$ cat config.mk
export PLATFORM = sky130hd
export DESIGN_NAME = pixel_point_operation_unit
export DESIGN_NICKNAME = d
export VERILOG_FILES = /design/src/rtl/core/ppou_pkg.sv /design/src/rtl/core/pixel_point_operation_unit.sv /design/src/rtl/core/ppou_div_stage.sv
export SDC_FILE = /design/constraint.sdc
export NUM_CORES = 1
export LEC_CHECK = 0
export BUFFER_PORTS_ARGS = -buffer_cell sky130_fd_sc_hd__clkbuf_2
export CAP_MARGIN = 20
export CORE_MARGIN = 2
export CORE_UTILIZATION = 50
export DETAILED_ROUTE_END_ITERATION = 16
export PLACE_DENSITY = 0.66
export SLEW_MARGIN = 5
export SYNTH_ARGS = -nofsm -noshare
export SYNTH_HDL_FRONTEND = slang
export SYNTH_SLANG_ARGS = --single-unit
export TNS_END_PERCENT = 20
$ cat constraint.sdc
create_clock -name clk -period 5.55 [get_ports clk]
set_input_delay 0.2775 -clock clk [delete_from_list [all_inputs] [get_ports clk]]
set_output_delay 0.2775 -clock clk [all_outputs]
set_load 0.01 [all_outputs]
$ cat src/rtl/core/ppou_pkg.sv
// ppou_pkg: shared types and constants of the pixel point operation unit
// no dependencies; used by the top level, the divider stage and the checker
package ppou_pkg;

  localparam int OPERAND_BITS   = 8;
  localparam int MODE_BITS      = 3;
  localparam int CFG_INDEX_BITS = 8;
  localparam int CFG_DATA_BITS  = 8;

  typedef enum logic [MODE_BITS-1:0] {
    MODE_ADD = 3'd0,
    MODE_SUB = 3'd1,
    MODE_MUL = 3'd2,
    MODE_DIV = 3'd3,
    MODE_BIN = 3'd4
  } mode_t;

  localparam logic [CFG_INDEX_BITS-1:0] REG_OP_MODE = 8'd0;
  localparam logic [CFG_INDEX_BITS-1:0] REG_OPERAND = 8'd1;

endpackage

$ cat src/rtl/core/pixel_point_operation_unit.sv
// pixel_point_operation_unit: saturating add/sub/mul, divide, binarize
// top level; uses ppou_pkg and ppou_div_stage
//
//   channel | direction | handshake              | payload
//   --------+-----------+------------------------+---------------------------
//   in      | input     | in_valid / in_ready    | pixel_in
//   out     | output    | out_valid / out_ready  | pixel_out, divide_by_zero
//   cfg     | input     | cfg_valid / cfg_ready  | cfg_index, cfg_data
//
// one beat per clock in and out while out_ready is high; entry register, divider stages, output register
// the restoring divider computes one quotient bit per pipeline stage
// synchronous active-high reset clears valid bits and config registers (mode add, operand 0)
// each stage holds its beat only when the stage after it is full and stalled
// cfg_ready is always high
module pixel_point_operation_unit #(
  parameter int PIXEL_BITS = 8
) (
  input  logic                                clk,
  input  logic                                rst,
  input  logic                                in_valid,
  output logic                                in_ready,
  input  logic [PIXEL_BITS-1:0]               pixel_in,
  output logic                                out_valid,
  input  logic                                out_ready,
  output logic [PIXEL_BITS-1:0]               pixel_out,
  output logic                                divide_by_zero,
  input  logic                                cfg_valid,
  output logic                                cfg_ready,
  input  logic [ppou_pkg::CFG_INDEX_BITS-1:0] cfg_index,
  input  logic [ppou_pkg::CFG_DATA_BITS-1:0]  cfg_data
);
  import ppou_pkg::*;

  localparam int AW    = PIXEL_BITS + OPERAND_BITS;
  localparam int DEPTH = PIXEL_BITS;
  localparam logic [PIXEL_BITS-1:0] PIX_MAX = '1;

  logic [MODE_BITS-1:0]    op_mode;
  logic [OPERAND_BITS-1:0] operand;

  // entry stage
  logic                    e_valid;
  logic                    e_ready;
  logic [PIXEL_BITS-1:0]   e_px;
  logic [OPERAND_BITS-1:0] e_op;
  logic [AW-1:0]           e_alt;
  logic                    e_is_div;
  logic                    e_dz;
  logic [AW-1:0]           alt_next;

  // divider chain, index 0 is the entry stage
  logic                    s_valid  [DEPTH+1];
  logic                    s_ready  [1:DEPTH+1];
  logic [PIXEL_BITS-1:0]   s_px     [DEPTH+1];
  logic [PIXEL_BITS-1:0]   s_quo    [DEPTH+1];
  logic [OPERAND_BITS-1:0] s_rem    [DEPTH+1];
  logic [OPERAND_BITS-1:0] s_op     [DEPTH+1];
  logic [AW-1:0]           s_alt    [DEPTH+1];
  logic                    s_is_div [DEPTH+1];
  logic                    s_dz     [DEPTH+1];

  logic                    o_ready;
  logic [PIXEL_BITS-1:0]   sat;
  logic [PIXEL_BITS-1:0]   res_next;

  assign cfg_ready = 1'b1;

  always_ff @(posedge clk) begin
    if (rst) begin
      op_mode <= MODE_ADD;
      operand <= '0;
    end else if (cfg_valid && cfg_ready) begin
      case (cfg_index)
        REG_OP_MODE: op_mode <= cfg_data[MODE_BITS-1:0];
        REG_OPERAND: operand <= cfg_data[OPERAND_BITS-1:0];
        default:     ;
      endcase
    end
  end

  always_comb begin
    case (op_mode)
      MODE_ADD: alt_next = AW'(pixel_in) + AW'(operand);
      MODE_SUB: alt_next = (AW'(pixel_in) < AW'(operand)) ? '0
                           : AW'(pixel_in) - AW'(operand);
      MODE_MUL: alt_next = AW'(pixel_in) * AW'(operand);
      MODE_BIN: alt_next = pixel_in[PIXEL_BITS-1] ? AW'(PIX_MAX) : '0;
      default:  alt_next = AW'(pixel_in);
    endcase
  end

  assign e_ready  = !e_valid || s_ready[1];
  assign in_ready = e_ready;

  always_ff @(posedge clk) begin
    if (rst) begin
      e_valid <= 1'b0;
    end else if (e_ready) begin
      e_valid <= in_valid;
    end
  end

  always_ff @(posedge clk) begin
    if (e_ready && in_valid) begin
      e_px     <= pixel_in;
      e_op     <= operand;
      e_alt    <= alt_next;
      e_is_div <= op_mode == MODE_DIV;
      e_dz     <= (op_mode == MODE_DIV) && (operand == '0);
    end
  end

  assign s_valid[0]  = e_valid;
  assign s_px[0]     = e_px;
  assign s_quo[0]    = '0;
  assign s_rem[0]    = '0;
  assign s_op[0]     = e_op;
  assign s_alt[0]    = e_alt;
  assign s_is_div[0] = e_is_div;
  assign s_dz[0]     = e_dz;

  assign s_ready[DEPTH+1] = o_ready;

  for (genvar k = 1; k <= DEPTH; k++) begin : g_div
    ppou_div_stage #(
      .PIXEL_BITS(PIXEL_BITS)
    ) u_stage (
      .clk       (clk),
      .rst       (rst),
      .up_valid  (s_valid[k-1]),
      .up_ready  (s_ready[k]),
      .up_px     (s_px[k-1]),
      .up_quo    (s_quo[k-1]),
      .up_rem    (s_rem[k-1]),
      .up_op     (s_op[k-1]),
      .up_alt    (s_alt[k-1]),
      .up_is_div (s_is_div[k-1]),
      .up_dz     (s_dz[k-1]),
      .dn_valid  (s_valid[k]),
      .dn_ready  (s_ready[k+1]),
      .dn_px     (s_px[k]),
      .dn_quo    (s_quo[k]),
      .dn_rem    (s_rem[k]),
      .dn_op     (s_op[k]),
      .dn_alt    (s_alt[k]),
      .dn_is_div (s_is_div[k]),
      .dn_dz     (s_dz[k])
    );
  end

  // output stage: saturate and pick the divide result
  always_comb begin
    sat = (s_alt[DEPTH] > AW'(PIX_MAX)) ? PIX_MAX : s_alt[DEPTH][PIXEL_BITS-1:0];
    if (s_is_div[DEPTH]) begin
      res_next = s_dz[DEPTH] ? PIX_MAX : s_quo[DEPTH];
    end else begin
      res_next = sat;
    end
  end

  assign o_ready = !out_valid || out_ready;

  always_ff @(posedge clk) begin
    if (rst) begin
      out_valid <= 1'b0;
    end else if (o_ready) begin
      out_valid <= s_valid[DEPTH];
    end
  end

  always_ff @(posedge clk) begin
    if (o_ready && s_valid[DEPTH]) begin
      pixel_out      <= res_next;
      divide_by_zero <= s_dz[DEPTH];
    end
  end

endmodule

$ cat src/rtl/core/ppou_div_stage.sv
// ppou_div_stage: one registered restoring-division step, one quotient bit
// carries the non-divide result alongside; uses ppou_pkg
module ppou_div_stage #(
  parameter int PIXEL_BITS = 8
) (
  input  logic                                         clk,
  input  logic                                         rst,
  input  logic                                         up_valid,
  output logic                                         up_ready,
  input  logic [PIXEL_BITS-1:0]                        up_px,
  input  logic [PIXEL_BITS-1:0]                        up_quo,
  input  logic [ppou_pkg::OPERAND_BITS-1:0]            up_rem,
  input  logic [ppou_pkg::OPERAND_BITS-1:0]            up_op,
  input  logic [PIXEL_BITS+ppou_pkg::OPERAND_BITS-1:0] up_alt,
  input  logic                                         up_is_div,
  input  logic                                         up_dz,
  output logic                                         dn_valid,
  input  logic                                         dn_ready,
  output logic [PIXEL_BITS-1:0]                        dn_px,
  output logic [PIXEL_BITS-1:0]                        dn_quo,
  output logic [ppou_pkg::OPERAND_BITS-1:0]            dn_rem,
  output logic [ppou_pkg::OPERAND_BITS-1:0]            dn_op,
  output logic [PIXEL_BITS+ppou_pkg::OPERAND_BITS-1:0] dn_alt,
  output logic                                         dn_is_div,
  output logic                                         dn_dz
);
  import ppou_pkg::*;

  logic [OPERAND_BITS:0]   part;
  logic [OPERAND_BITS:0]   part_sub;
  logic                    ge;
  logic [OPERAND_BITS-1:0] rem_next;

  assign up_ready = !dn_valid || dn_ready;

  always_comb begin
    part     = {up_rem, up_px[PIXEL_BITS-1]};
    part_sub = part - {1'b0, up_op};
    ge       = part >= {1'b0, up_op};
    rem_next = ge ? part_sub[OPERAND_BITS-1:0] : part[OPERAND_BITS-1:0];
  end

  always_ff @(posedge clk) begin
    if (rst) begin
      dn_valid <= 1'b0;
    end else if (up_ready) begin
      dn_valid <= up_valid;
    end
  end

  always_ff @(posedge clk) begin
    if (up_ready && up_valid) begin
      dn_px     <= {up_px[PIXEL_BITS-2:0], 1'b0};
      dn_quo    <= {up_quo[PIXEL_BITS-2:0], ge};
      dn_rem    <= rem_next;
      dn_op     <= up_op;
      dn_alt    <= up_alt;
      dn_is_div <= up_is_div;
      dn_dz     <= up_dz;
    end
  end

endmodule

==> run summary <==
Number of synthesized register bits = 384
Global-route track usage on met3 = 2.37%
Most instantiated library cell after synthesis = edfxtp_1
Crit path buf inv count = 2
Dominant cells by area after synthesis = edfxtp_1 61%, ha_1 7.6%, fa_1 4.9%
Die outline height = 194 um
Worst Path Required = 5.86 ns
Post-synthesis mux area share = 3.54%
Final-report hold violation count = 0
Classification of the worst setup path = flop to flop
Core footprint = 0.0355 mm^2
Post-synth top area share = 60.5%
N_diodes = 0
Global-route wire length before repair = 48400 um
Worst path cell trace = ha_1 -> inv_1 -> fa_1 -> fa_1 -> fa_1 -> fa_1 -> inv_1 -> ha_1 -> and4_1 -> nand2_1 -> a21oi_1 -> o31a_1 -> or3_1 -> a31o_1
Count of flip-flops with a built-in enable after synthesis = 363
Fraction of met2 tracks used by global routing = 27.8%
Power per cell area = 293 mW/mm^2
Pin slew with the least headroom to its limit = 1.14 ns
Number of distinct library cells after synthesis = 66
Post-DR wirelength/cell = 15.5 um
Startpoint type of the worst setup path = flop
Crit path DAT = 5.07 ns
Total grt overflow = 0
Crit. End Element = flop
Library cell with the largest summed area after synthesis = edfxtp_1
Clock transition at the registers of the reported paths = 0.06 ns
Top post-synthesis cells by count = 363 x edfxtp_1, 157 x inv_1, 110 x ha_1
Xor/xnor cell area share of the yosys netlist = 1.41%
R2R Path Start = operand[4]$_SDFFE_PP0P_
Fraction of the cycle the final worst path needs = 85.8%
Sequential area share after synthesis = 62.9%
Via count of the first global-routing pass = 9834
Largest family of logic cells by synthesized area = adder cells
Max-cap violation count = 0
Busiest metal layer after global routing = met2
Maximum clock insertion buffer count = 3
Proportion of layout cells with a drive suffix above 1 = 10.4%
Final TNS setup = 0 ns
Effective utilization at floorplan = 50.8%
Share of async-settable or async-resettable flops after synthesis = 0%
Root buf cell = clkbuf_16
TritonCTS sink count = 384
Max Transition Viols Final = 0
Highest clock rate = 0.210 GHz
Detail Route Antenna Nets = 0
Synthesized area per cell = 13.9 um^2
Origin of the worst min-delay path = pixel_in[0]
Top cell by count, worst path = fa_1
Total iterations of the first detailed-routing run = 5
Fin nets = 1559
Fill cell count = 2822
Area of the die = 0.0376 mm^2
TritonCTS clock tree = built
Register-to-register path setup slack = 0.79 ns
LEAKAGE = 7.73 nW
Clock H-tree levels = 2
Syn. warnings = 0
Cells on worst reg2reg path = 14
HPWL after detailed placement = 21400 um
Number of gates resized after CTS = 0
Vias/cell = 5.24
Synth Cell Area = 0.0180 mm^2
Worst slew slack as a fraction of its limit = 23.7%
Gpl congestion = 0.879
Area growth from synthesis to layout = 12.8%
# IOs = 41
Total wire length = 28900 um
Total setup violations reported at the end of the flow = 0
Initial DRC count = 569
Arithmetic-cell share of the synthesized area counting full adders, half adders and majority gates = 12.5%
Tmin final = 4.76 ns
Primary flip-flop cell chosen by synthesis mapping = edfxtp_1
Count of mapped cells out of synthesis = 1297
FF-to-FF End = e_alt[14]$_DFFE_PP_
Min-Delay Path Class = input pin to flop
Number of cells on the worst hold path = 1
Net count after synthesis = 1480
Largest stage delay on the critical path = 0.56 ns
DRC violations left = 0
Die span in x = 194 um
Final setup skew = 0.0340 ns
Clock latency on the worst-skew pair = 0.56 ns
Hold-critical path endpoint = e_px[0]$_DFFE_PP_
Total setup buffers inserted after CTS = 0
Setup repair after global routing missed its margin = false
Input/output buffers = 39
Cell family contributing the most delay on the critical path = adder cells
Largest net degree at the start of global routing = 43
Fraction of the mapped netlist area in compound gates = 7.92%
Cts bufs inserted = 40
Met1 Track Usage GR = 20.0%
Overall global routing resource usage = 15.8%
Maximum fanout count along the critical path = 11
Status = complete, no violations
Vias = 9790
Site Rows = 69
Number of antenna violations at the first check in global routing = 0
Slowest cell on the critical path = fa_1
Worst ir drop on vdd = 0.230 mV
Share of synthesized cell area in and, or, nand and nor gates = 7.91%
Worst hold slack = 0.0330 ns
==> kinds of logic after synthesis <==
group           Yosys count
other cells               1
flops                   384
fa+ha+maj               154
buf+inv                 180
compound gates          204
xor+xnor                 29
simple gates            289
mux                      56
==> what timing repair did <==
item,CTS,global route
hold buffers,9,0
setup endpoints to repair,0,0
endpoints found under the hold margin,12,0
==> report_power, final <==
| group | switching, W | internal [W] | total (W) |
|---|---|---|---|
| Sequential | 0.0000184 | 0.00320 | 0.00322 |
| Clock | 0.00106 | 0.00148 | 0.00254 |
| Combinational | 0.000116 | 0.0000819 | 0.000198 |
==> how the worst max path moves through the flow <==
stage                                       start             endpoint  slack (ns)  cells past startpoint
after global routing      operand[3]$_SDFFE_PP0P_   e_alt[7]$_DFFE_PP_        0.56                     16
after detailed placement  operand[4]$_SDFFE_PP0P_  e_alt[14]$_DFFE_PP_        0.77                     14
final                     operand[4]$_SDFFE_PP0P_  e_alt[14]$_DFFE_PP_        0.79                     14
after CTS                 operand[4]$_SDFFE_PP0P_  e_alt[14]$_DFFE_PP_        0.77                     14
after floorplan           operand[6]$_SDFFE_PP0P_  e_alt[14]$_DFFE_PP_        1.10                     14
after global placement    operand[4]$_SDFFE_PP0P_  e_alt[14]$_DFFE_PP_        0.86                     14
==> cell type report <==
class	count	area, um^2	share of cell area, %
clock buffer	51	1070	5.28
clock inverter	23	214	1.05
inverter	159	597	2.94
multi-input combinational	733	6080	29.9
sequential	384	11300	55.7
tap	461	577	2.84
timing repair buffer	58	460	2.27
==> metrics by stage <==
step	util (%)	setup slack [ns]	std cells	power, W	area (um^2)
detailed placement	53.0	0.770	1781	0.00346	18800
floorplan	-	1.10	1297	0.00340	18000
finish	57.3	0.790	1869	0.00596	20300
global placement	53.0	0.858	1781	0.00346	18800
CTS	56.9	0.766	1864	0.00604	20200
global route	57.3	0.556	1869	0.00618	20300
==> cells in the final DEF (no fill, tap or decap), types with 39 or more instances in the layout <==
cell type	instances
a21oi_1	49
clkbuf_16	40
clkbuf_2	39
edfxtp_1	363
fa_1	44
ha_1	110
inv_1	157
nand2_1	47
nor2_1	97
o21ai_0	42
==> flip-flops by register name, summed over array words and instances, names as in the netlist, 16 cells and up <==
name,cells
e_alt,16
g_div.u_stage.dn_px,28
g_div.u_stage.dn_alt,128
g_div.u_stage.dn_quo,36
g_div.u_stage.dn_rem,56
g_div.u_stage.dn_op,56
==> per-layer routing <==
layer | vias to the layer above | part of all wire [%]
met3 | 59 | 3.9
met1 | 4682 | 43
met2 | 192 | 50
li1 | 4857 | -
met4 | 0 | 2.8
met5 | - | 0
Power figures use the tool's default switching activity.
